--- src/design/isid_pkg.sv ---
// Shared constants, status codes and controller/datapath interface types.
package isid_pkg;

  // Default store depth
  localparam int unsigned DEF_CAPACITY = 128;

  // Payload widths
  localparam int unsigned VALUE_W  = 32;
  localparam int unsigned STATUS_W = 3;
  localparam int unsigned COUNT_W  = 8;

  // Operation kinds
  localparam logic KIND_ADD = 1'b0;
  localparam logic KIND_DEL = 1'b1;

  // Result status codes
  localparam logic [STATUS_W-1:0] STS_ADDED   = 3'd0;
  localparam logic [STATUS_W-1:0] STS_PRESENT = 3'd1;
  localparam logic [STATUS_W-1:0] STS_DELETED = 3'd2;
  localparam logic [STATUS_W-1:0] STS_ABSENT  = 3'd3;
  localparam logic [STATUS_W-1:0] STS_FULL    = 3'd4;

  // Commands from controller to datapath
  typedef struct packed {
    logic load;    // latch value, restart scan at entry zero
    logic scan;    // step the search one entry
    logic shift;   // step the compaction one entry
    logic append;  // write value at the tail, bump count
    logic dec;     // drop count by one after compaction
  } dp_cmd_t;

  // Status from datapath to controller
  typedef struct packed {
    logic hit;        // current read entry equals the value
    logic scan_end;   // search ran past the last valid entry
    logic full;       // store holds CAPACITY entries
    logic shift_end;  // all later entries moved down
  } dp_sts_t;

endpackage

--- src/design/integer_set_insert_delete.sv ---
// Top level of the insertion-ordered integer set with add and delete.
// Usage:
//   Input channel (in_valid/in_ready, in_kind, in_value): one transaction
//   asks to add (kind 0) or delete (kind 1) a signed 32-bit value.
//   Result channel (out_valid/out_ready, out_status, out_count): one
//   transaction per input, carrying the status code and the count after
//   the operation.
// Timing:
//   One operation at a time. The search reads the entry store one entry per
//   cycle through its single read port, from the first entry up to a match
//   or past the last valid entry. A delete searches up to the match and
//   then moves every later entry down one per cycle.
//   The next input is taken the cycle after the result is registered.
// Reset:
//   Synchronous, active low; the set is emptied (count zero). No clearing
//   pass runs over the store; entries past the count are never used.
// Stall:
//   The result sits in an output register. A new input may be taken while
//   it waits; the following result holds in the controller until the
//   register frees.
module integer_set_insert_delete #(
  parameter int unsigned CAPACITY = isid_pkg::DEF_CAPACITY
) (
  input  logic                                 clk,
  input  logic                                 rst_n,
  input  logic                                 in_valid,
  output logic                                 in_ready,
  input  logic                                 in_kind,
  input  logic signed [isid_pkg::VALUE_W-1:0]  in_value,
  output logic                                 out_valid,
  input  logic                                 out_ready,
  output logic [isid_pkg::STATUS_W-1:0]        out_status,
  output logic [isid_pkg::COUNT_W-1:0]         out_count
);

  import isid_pkg::*;

  localparam int unsigned CNT_W = $clog2(CAPACITY + 1);

  dp_cmd_t          cmd;
  dp_sts_t          sts;
  logic [CNT_W-1:0] count;

  isid_ctrl #(
    .CNT_W (CNT_W)
  ) u_ctrl (
    .clk        (clk),
    .rst_n      (rst_n),
    .in_valid   (in_valid),
    .in_ready   (in_ready),
    .in_kind    (in_kind),
    .out_valid  (out_valid),
    .out_ready  (out_ready),
    .out_status (out_status),
    .out_count  (out_count),
    .cmd        (cmd),
    .sts        (sts),
    .count      (count)
  );

  isid_datapath #(
    .CAPACITY (CAPACITY),
    .CNT_W    (CNT_W)
  ) u_datapath (
    .clk   (clk),
    .rst_n (rst_n),
    .cmd   (cmd),
    .value (in_value),
    .sts   (sts),
    .count (count)
  );

endmodule

--- src/design/isid_ram.sv ---
// Generic single-write, single-read RAM with registered read data.
module isid_ram #(
  parameter int unsigned WIDTH = 32,
  parameter int unsigned DEPTH = 128,
  parameter int unsigned ADDR_W = (DEPTH > 1) ? $clog2(DEPTH) : 1
) (
  input  logic              clk,
  input  logic              wr_en,
  input  logic [ADDR_W-1:0] wr_addr,
  input  logic [WIDTH-1:0]  wr_data,
  input  logic [ADDR_W-1:0] rd_addr,
  output logic [WIDTH-1:0]  rd_data
);

  logic [WIDTH-1:0] mem [DEPTH];
  logic [WIDTH-1:0] rd_data_r;

  // Write port
  always_ff @(posedge clk) begin
    if (wr_en) begin
      mem[wr_addr] <= wr_data;
    end
  end

  // Registered read port
  always_ff @(posedge clk) begin
    rd_data_r <= mem[rd_addr];
  end

  assign rd_data = rd_data_r;

endmodule

--- src/design/isid_datapath.sv ---
// Datapath: entry store, fill count, scan/compaction index and compare.
module isid_datapath #(
  parameter int unsigned CAPACITY = isid_pkg::DEF_CAPACITY,
  parameter int unsigned CNT_W = $clog2(CAPACITY + 1)
) (
  input  logic                          clk,
  input  logic                          rst_n,
  input  isid_pkg::dp_cmd_t             cmd,
  input  logic [isid_pkg::VALUE_W-1:0]  value,
  output isid_pkg::dp_sts_t             sts,
  output logic [CNT_W-1:0]              count
);

  import isid_pkg::*;

  localparam int unsigned ADDR_W = (CAPACITY > 1) ? $clog2(CAPACITY) : 1;

  logic [VALUE_W-1:0] value_r;
  logic [CNT_W-1:0]   count_r,  count_nxt;
  logic [CNT_W-1:0]   idx_r,    idx_nxt;
  logic [ADDR_W-1:0]  rd_idx_r, rd_idx_nxt;
  logic               rd_vld_r, rd_vld_nxt;

  logic               more;
  logic               hit;
  logic               wr_en;
  logic [ADDR_W-1:0]  wr_addr;
  logic [VALUE_W-1:0] wr_data;
  logic [VALUE_W-1:0] rd_data;

  // Entry store
  isid_ram #(
    .WIDTH  (VALUE_W),
    .DEPTH  (CAPACITY),
    .ADDR_W (ADDR_W)
  ) u_ram (
    .clk     (clk),
    .wr_en   (wr_en),
    .wr_addr (wr_addr),
    .wr_data (wr_data),
    .rd_addr (idx_r[ADDR_W-1:0]),
    .rd_data (rd_data)
  );

  // Compare and status
  assign more = (idx_r < count_r);
  assign hit  = rd_vld_r && (rd_data == value_r);

  assign sts.hit       = hit;
  assign sts.scan_end  = !rd_vld_r && !more;
  assign sts.full      = (count_r == CNT_W'(CAPACITY));
  assign sts.shift_end = !rd_vld_r && !more;
  assign count         = count_r;

  // Write port: tail append or move one entry down
  always_comb begin
    wr_en   = 1'b0;
    wr_addr = count_r[ADDR_W-1:0];
    wr_data = value_r;
    if (cmd.append) begin
      wr_en = 1'b1;
    end else if (cmd.shift && rd_vld_r) begin
      wr_en   = 1'b1;
      wr_addr = rd_idx_r - ADDR_W'(1);
      wr_data = rd_data;
    end
  end

  // Index, read tracking and count
  always_comb begin
    idx_nxt    = idx_r;
    rd_idx_nxt = rd_idx_r;
    rd_vld_nxt = rd_vld_r;
    count_nxt  = count_r;
    if (cmd.load) begin
      idx_nxt    = '0;
      rd_vld_nxt = 1'b0;
    end else if (cmd.scan && hit) begin
      // compaction starts just past the match
      idx_nxt    = CNT_W'(rd_idx_r) + CNT_W'(1);
      rd_vld_nxt = 1'b0;
    end else if (cmd.scan || cmd.shift) begin
      rd_vld_nxt = more;
      rd_idx_nxt = idx_r[ADDR_W-1:0];
      if (more) begin
        idx_nxt = idx_r + CNT_W'(1);
      end
    end
    if (cmd.append) begin
      count_nxt = count_r + CNT_W'(1);
    end else if (cmd.dec) begin
      count_nxt = count_r - CNT_W'(1);
    end
  end

  always_ff @(posedge clk) begin
    if (!rst_n) begin
      count_r  <= '0;
      idx_r    <= '0;
      rd_vld_r <= 1'b0;
    end else begin
      count_r  <= count_nxt;
      idx_r    <= idx_nxt;
      rd_vld_r <= rd_vld_nxt;
    end
  end

  always_ff @(posedge clk) begin
    rd_idx_r <= rd_idx_nxt;
    if (cmd.load) begin
      value_r <= value;
    end
  end

`ifndef NO_ASSERTIONS
  a_count_bound: assert property (@(posedge clk) disable iff (!rst_n)
    count_r <= CNT_W'(CAPACITY))
    else $error("fill count above capacity");

  a_count_step: assert property (@(posedge clk) disable iff (!rst_n)
    $past(rst_n) |-> (count_r == $past(count_r) ||
                      count_r == $past(count_r) + CNT_W'(1) ||
                      count_r == $past(count_r) - CNT_W'(1)))
    else $error("fill count moved by more than one");

  a_append_room: assert property (@(posedge clk) disable iff (!rst_n)
    cmd.append |-> !sts.full)
    else $error("append into a full store");
`endif

endmodule

--- src/design/isid_ctrl.sv ---
// Controller: operation sequencing, result status and output register.
module isid_ctrl #(
  parameter int unsigned CNT_W = 8
) (
  input  logic                           clk,
  input  logic                           rst_n,
  input  logic                           in_valid,
  output logic                           in_ready,
  input  logic                           in_kind,
  output logic                           out_valid,
  input  logic                           out_ready,
  output logic [isid_pkg::STATUS_W-1:0]  out_status,
  output logic [isid_pkg::COUNT_W-1:0]   out_count,
  output isid_pkg::dp_cmd_t              cmd,
  input  isid_pkg::dp_sts_t              sts,
  input  logic [CNT_W-1:0]               count
);

  import isid_pkg::*;

  localparam logic [1:0] ST_IDLE  = 2'd0;
  localparam logic [1:0] ST_SCAN  = 2'd1;
  localparam logic [1:0] ST_SHIFT = 2'd2;
  localparam logic [1:0] ST_DONE  = 2'd3;

  logic [1:0]          state_r,  state_nxt;
  logic                kind_r;
  logic [STATUS_W-1:0] sts_r,    sts_nxt;
  logic                out_valid_r, out_valid_nxt;
  logic [STATUS_W-1:0] out_status_r;
  logic [COUNT_W-1:0]  out_count_r;
  logic                accept;
  logic                out_free;

  assign in_ready   = (state_r == ST_IDLE);
  assign accept     = in_valid && in_ready;
  assign out_free   = !out_valid_r || out_ready;
  assign out_valid  = out_valid_r;
  assign out_status = out_status_r;
  assign out_count  = out_count_r;

  // Next state and datapath commands
  always_comb begin
    state_nxt     = state_r;
    sts_nxt       = sts_r;
    cmd           = '0;
    out_valid_nxt = out_valid_r && !out_ready;
    unique case (state_r)
      ST_IDLE: begin
        if (accept) begin
          cmd.load  = 1'b1;
          state_nxt = ST_SCAN;
        end
      end
      ST_SCAN: begin
        cmd.scan = 1'b1;
        if (sts.hit) begin
          if (kind_r == KIND_ADD) begin
            sts_nxt   = STS_PRESENT;
            state_nxt = ST_DONE;
          end else begin
            state_nxt = ST_SHIFT;
          end
        end else if (sts.scan_end) begin
          state_nxt = ST_DONE;
          if (kind_r == KIND_DEL) begin
            sts_nxt = STS_ABSENT;
          end else if (sts.full) begin
            sts_nxt = STS_FULL;
          end else begin
            cmd.append = 1'b1;
            sts_nxt    = STS_ADDED;
          end
        end
      end
      ST_SHIFT: begin
        cmd.shift = 1'b1;
        if (sts.shift_end) begin
          cmd.dec   = 1'b1;
          sts_nxt   = STS_DELETED;
          state_nxt = ST_DONE;
        end
      end
      ST_DONE: begin
        if (out_free) begin
          out_valid_nxt = 1'b1;
          state_nxt     = ST_IDLE;
        end
      end
      default: state_nxt = ST_IDLE;
    endcase
  end

  always_ff @(posedge clk) begin
    if (!rst_n) begin
      state_r     <= ST_IDLE;
      out_valid_r <= 1'b0;
    end else begin
      state_r     <= state_nxt;
      out_valid_r <= out_valid_nxt;
    end
  end

  // Operation kind, pending status and result payload
  always_ff @(posedge clk) begin
    sts_r <= sts_nxt;
    if (accept) begin
      kind_r <= in_kind;
    end
    if (state_r == ST_DONE && out_free) begin
      out_status_r <= sts_r;
      out_count_r  <= COUNT_W'(count);
    end
  end

`ifndef NO_ASSERTIONS
  a_accept_scan: assert property (@(posedge clk) disable iff (!rst_n)
    accept |=> state_r == ST_SCAN)
    else $error("accepted transaction did not start a scan");

  a_done_result: assert property (@(posedge clk) disable iff (!rst_n)
    (state_r == ST_DONE && out_free) |=> (out_valid_r && state_r == ST_IDLE))
    else $error("finished operation did not present a result");
`endif

endmodule
--- config.mk ---
export PLATFORM = sky130hd
export DESIGN_NAME = integer_set_insert_delete
export DESIGN_NICKNAME = d
export VERILOG_FILES = /design/src/design/isid_pkg.sv /design/src/design/integer_set_insert_delete.sv /design/src/design/isid_ram.sv /design/src/design/isid_datapath.sv /design/src/design/isid_ctrl.sv
export SDC_FILE = /design/constraint.sdc
export NUM_CORES = 2
export LEC_CHECK = 0
export BUFFER_PORTS_ARGS = -buffer_cell sky130_fd_sc_hd__buf_2
export CORE_AREA = 2 2 466 699
export CTS_CLUSTER_SIZE = 10
export DETAILED_ROUTE_END_ITERATION = 16
export DIE_AREA = 0 0 468 701
export MAX_ROUTING_LAYER = met4
export PLACE_DENSITY = 0.75
export RECOVER_POWER = 100
export SETUP_SLACK_MARGIN = 0.3
export SLEW_MARGIN = 25
export SYNTH_ARGS = -nofsm -noshare
export SYNTH_HDL_FRONTEND = slang
export SYNTH_SLANG_ARGS = --single-unit
--- constraint.sdc ---
create_clock -name clk -period 5.2 [get_ports clk]
set_clock_uncertainty 0.05 [all_clocks]
set_input_delay 0.26 -clock clk [delete_from_list [all_inputs] [get_ports clk]]
set_output_delay 0.26 -clock clk [all_outputs]
set_load 0.01 [all_outputs]
-- Yosys cells after proc, flatten, opt, wreduce, memory -nomap -nowiden
Memories as Yosys holds them, arrays and structs flattened. A register that Yosys moved wholly into a read port is not among the register bits.
Index checks and enable logic that the tools add are counted.
- RAM bits: 4096
- output and inout bits: 13
- input port bits: 37
- word-level logic and storage cells: 94
- register bits after elaboration: 74
- memories: 1
- memories (name ; words ; width ; rd ports ; clocked after memory_dff ; wr ports ; line ; RTL):
    u_datapath.u_ram.mem ; 128 ; 32 ; 1 ; 1 ; 1 ; isid_ram.sv:15 ; logic [WIDTH-1:0] mem [DEPTH];
- $lt $le $gt $ge: 1
- add/subtract/negate cells: 5
- reduce and logical (&&, ||, !) cells: 24
- bitwise logic cells: 3
- muxes and demuxes: 39
- eq/ne operators: 10
- operator list (operator ; count):
    2-to-1 mux 32 bit ; 2
    2-to-1 mux 8 bit ; 5
    == test 32 bit ; 1
    2-to-1 mux 1 bit ; 18
    2-to-1 mux 3 bit ; 6
    adder 8 x 1 -> 8 bit, second input constant ; 2
    2-to-1 mux 7 bit ; 2
    adder 7 x 1 -> 8 bit, second input constant ; 1
    == test 8 bit, second input constant ; 1
    < comparator 8 bit ; 1
    2-to-1 mux 2 bit ; 4
    case mux 2 bit (4 select lines) ; 1
    nonzero test 2 bit ; 4
    subtractor 8 x 1 -> 8 bit, second input constant ; 1
    logical AND 1 bit ; 7
    subtractor 7 x 1 -> 7 bit, second input constant ; 1
    case mux 3 bit (2 select lines) ; 1
    == test 2 bit, second input constant ; 2
    logical NOT 1 bit ; 4
    inequality test 2 bit, second input constant ; 2
    AND reduction 2 bit ; 2
    AND reduction 4 bit ; 1
    inequality test 3 x 2 -> 1 bit, second input constant ; 1
    inequality test 3 bit, second input constant ; 1
    other kinds (8) ; 11

-- Depth between registers and ports, before layout
- depth after elaboration: 9
- mapped depth: 14
- gate-level depth less buffers: 14

-- Cells and area by module
Synthesis repeated with hierarchy kept, for this count alone.
- cells, all modules: 6364
- area total of the unflattened synthesis: 160477.7 µm²
- modules (own cells, without submodules) (module ; instances ; area an instance (µm²) ; cells each ; seq. area each (µm²)):
    isid_ram ; 1 ; 156276.1 ; 5990 ; 123638.6
    isid_datapath ; 1 ; 3439.5 ; 321 ; 1511.4
    isid_ctrl ; 1 ; 762.0 ; 53 ; 510.5

-- Least setup slack after synthesis
OpenSTA, ideal clock, no wires.
- path type: register -> register
- from: register u_datapath.count_r[6], in the netlist u_datapath.count[6]
- to: memory u_datapath.u_ram.mem[104][0] (enable)
- path buffers: 1
- clock period less this slack: 3968 ps
- slack: 1232 ps
- required time: 4729 ps
- cell stages (with the launch flop): 10
- setup time: 421 ps
- arrival time: 3497 ps
- cell sequence: dfxtp_1 inv_1 ha_1 and3_1 and3_1 a21oi_2 o32ai_1 nand2_1 clkbuf_1 nor2_1
- word-level cells in the longest chain between the ends: 9
- elaborated cells on any way between the ends: 14
- classes of those cells: 1 x order compare; 1 x eq/ne; 10 x mux; 2 x reduce/logical
- ends and longest elaborated chain (what ; line ; RTL):
    from (decl) ; isid_datapath.sv:19 ; logic [CNT_W-1:0] count_r, count_nxt;
    from (signal assigned) ; isid_datapath.sv:102 ; count_r <= count_nxt;
    < comparator 8 bit or == test 8 bit (tied branches) ; isid_datapath.sv:46, isid_datapath.sv:51 ;
    logical NOT 1 bit or 2-to-1 mux 1 bit (tied branches) ; isid_datapath.sv:50, isid_ctrl.sv:68 ;
    logical AND 1 bit or 2-to-1 mux 1 bit (tied branches) ; isid_datapath.sv:50, isid_ctrl.sv:66 ;
    2-to-1 mux 1 bit ; isid_ctrl.sv:64 ; end else if (sts.scan_end) begin
    2-to-1 mux 1 bit ; isid_ctrl.sv:57 ; if (sts.hit) begin
    2-to-1 mux 1 bit ; isid_ctrl.sv:48 ; unique case (state_r)
    2-to-1 mux 1 bit ; isid_datapath.sv:60 ; if (cmd.append) begin
    2-to-1 mux 1 bit ; isid_ram.sv:20 ; if (wr_en) begin
    2-to-1 mux 1 bit (not written as such) ; isid_ram.sv:21 ; mem[wr_addr] <= wr_data;
    to (decl) ; isid_ram.sv:15 ;
Several ways; a longest one is shown, not always the timed one.

-- Final worst setup path
- from: register u_ctrl.state_r[0]
- to: memory u_datapath.u_ram.mem[123][8] (enable)
- word-level cells in the longest chain between the ends: 7
- elaborated cells on any way between the ends: 11
- classes of those cells: 2 x eq/ne; 8 x mux; 1 x reduce/logical
- ends and longest elaborated chain (what ; line ; RTL):
    from (decl) ; isid_ctrl.sv:26 ; logic [1:0] state_r, state_nxt;
    from (signal assigned) ; isid_ctrl.sv:99 ; state_r <= state_nxt;
    == test 2 bit ; isid_ctrl.sv:48 ;
    2-to-1 mux 1 bit ; isid_ctrl.sv:48 ;
    logical AND 1 bit ; isid_datapath.sv:62 ; end else if (cmd.shift && rd_vld_r) begin
    2-to-1 mux 1 bit ; isid_datapath.sv:62 ;
    2-to-1 mux 1 bit ; isid_datapath.sv:60 ;
    2-to-1 mux 1 bit ; isid_ram.sv:20 ;
    2-to-1 mux 1 bit (not written as such) ; isid_ram.sv:21 ;
Several ways; a longest one is shown, not always the timed one.

==> results.md <==
* Clk_lat worst skew at 970 ps
* Post-CTS Setup Inserts at 0
* Total negative slack at 0 ps
* Die X at 468 µm
* Period utilization at 0.932
* Netlist Area Pre-Place at 160000 µm²
* Relative slew slack at -0.866
* Critical path fanouts, max at 37
* Count leader, synth: edfxtp_1
* Grt total ovfl at 0
* Row count at 255
* Initial antenna violation count at 42
* Top cell type's share of synthesized area at 0.777
* Synth Area in Compound Gates at 0.0264
* F_max at 206 MHz
* IO Pins at 50
* Largest net degree at the start of global routing at 135
* Worst slew pin tran at 2790 ps
* Synth top area cells: edfxtp_1, mux4_2, mux2i_1
* Post-synthesis xor/xnor area fraction at 0.00300
* Area growth syn-to-layout at 12.9%
* Gr usage total at 0.277
* Post-Route WL at 443 mm
* YS warnings at 0
* HPWL Detailed at 244 mm
* Core Region at 322000 µm²
* WP data arrival at 5340 ps
* #FFs+latches synth at 4202
* Finished Cell Area at 181000 µm²
* Via count at 80200
* Synth top cells by count: edfxtp_1, mux4_2, mux2i_1
* Outcome: finished with violations
* Post-synthesis sequential area ratio at 0.783
* Syn Inst Count at 7015
* Vias in the first global route at 82000
* Hold crit path type: in -> reg
* DR WL/cell at 36.9 µm
* First-pass GRT wire length at 620 mm
* Largest family of logic cells by synthesized area: multiplexers
* RSZ-0062 raised after global routing: false
* Failing checks: capacitance limit, slew limit
* Final Hold Viols at 0
* CTS max path bufs at 4
* Routed Antenna Nets at 0
* Drt via density at 6.68
* Gpl congestion at 0.951
* First DRT Iteration DRCs at 12700
* CP required at 5690 ps
* Post-synth ARST share at 0
* H-tree Lvls at 5
* Die height at 701 µm
* Port Buffers at 49
* Synthesized Nets at 7072
* Pwr per Cell Area at 438 nW/µm²
* Cell taking the most area after synthesis: edfxtp_1
* Worst hold slack at 346 ps
* Setup Viol. Count Final at 0
* Clock Sinks at 4202
* Mapped Avg Cell Area at 22.9 µm²
* Clock transition at path regs at 60 ps
* Crit end category: flop
* Layout Cells excl Fill at 12000
* Crit start category: flop
* Maximum VDD drop at 311 µV
* Number of flops mapped to enable cells by yosys at 4150
* Util after Layout at 0.563
* CTS Buf Count at 463
* Fin crit period at 4850 ps
* # DRC at 0
* Nets@finish at 7623
* DR pass1 iterations at 6
* Placed Instance Area at 169000 µm²
* Die area at 328000 µm²
* Layout cells sized above 1 at 0.265
* Simple-Gate Fraction of Synth Area at 0.0145
* Synth Flop Type: edfxtp_1
* Initial Util at 0.499
* CTS tree: yes
* Crit path kind: reg -> reg
* Lkg Pwr at 54.5 nW
* Placed instance count at 11300
* Slew Limit Fails at 2399
* MaxCap Viol Count at 42
* Post-synth cell types at 72
* Mux share of post-synthesis cell area at 0.158
* Adder-cell share of the synthesized area at 0.00161
* CTS root buf: clkbuf_16
-- layout by cell type, fill, tap and decap left out, drive strengths merged, types with 38 or more instances in the layout --
cell type    count
nor2           155
mux4          1023
diode          123
nand2          150
buf            240
o21ai           39
clkbuf         686
dlygate4sd3     71
edfxtp        4150
dfxtp           52
and3            38
a22oi           63
o22ai          128
mux2i          229
a21oi          109
xnor2           45
-- path summary, 6_finish.rpt --
check,cells after the start,from,slack [ps],endpoint
max,10,u_ctrl.state_r[0],350,u_datapath.u_ram.mem[123][8]
min reg2reg,0,u_ctrl.sts_r[2],370,u_ctrl.out_status[2]
min,4,rst_n,350,u_datapath.count[6]
max reg2reg,10,u_ctrl.state_r[0],350,u_datapath.u_ram.mem[123][8]
-- through the flow --
step | power (mW) | setup slack [ps]
after detailed placement | 51.3 | 1030
after global routing | 81.0 | 310
final | 79.3 | 353
after floorplan | 47.6 | 1230
after CTS | 79.3 | 995
after global placement | 51.0 | 686
-- critical path, cell delays in order (launching register included) --
cell and delay, ps:
dfxtp_1 350, inv_1 120, ha_1 420, nand2_1 280, buf_4 330, o31ai_1 390, clkbuf_1 260, nand2_1 90
clkbuf_1 530, nor2_4 780, clkbuf_2 760
-- sequential cells by signal (all words and copies together), names as in the netlist, 2 cells and up --
| signal | flops |
|---|---|
| u_datapath.u_ram.mem | 4096 |
| u_ctrl.out_status | 3 |
| u_datapath.value_r | 32 |
| u_ctrl.sts_r | 3 |
| u_datapath.u_ram.rd_data | 32 |
| u_datapath.idx_r | 8 |
| u_ctrl.state_r | 2 |
| u_ctrl.out_count | 8 |
| u_datapath.count | 8 |
| u_datapath.rd_idx_r | 7 |
-- final cells by class --
type	count	area, µm²
well taps	4240	5310
multi-input cells	2402	33600
clock buffers	520	12000
diodes	123	308
inverters	20	75.1
repair buffers	477	3820
flip-flops and latches	4202	126000
fillers	22300	140000
clock inverters	19	298
-- per-layer routing --
metal	part of all wire	global-route usage	vias to the layer above
met5	0	-	-
met1	0.31	0.314	42000
met4	0.092	0.207	0
met3	0.10	0.0496	1280
met2	0.49	0.441	5949
li1	-	-	31000
-- what timing repair did --
| item | in CTS | in global routing |
|---|---|---|
| resized for setup | 0 | 0 |
| endpoints found under the hold margin | 55 | 0 |
| hold buffers | 71 | 0 |
-- cell families after synthesis --
logic type | after synthesis
adders and majority gates | 20
and+or+nand+nor | 472
AOI/OAI and AO/OA | 601
muxes | 1254
buffers and inverters | 411
xor gates and xnor gates | 55
DFF | 4202
-- power breakdown --
part | total, mW | internal, mW | switching, mW
Clock | 28.5 | 16.1 | 12.3
Sequential | 40.1 | 39.7 | 0.395
Combinational | 10.8 | 3.85 | 6.93
Total | 79.3 | 59.7 | 19.7
No activity file was read; power rests on OpenSTA's default activity.
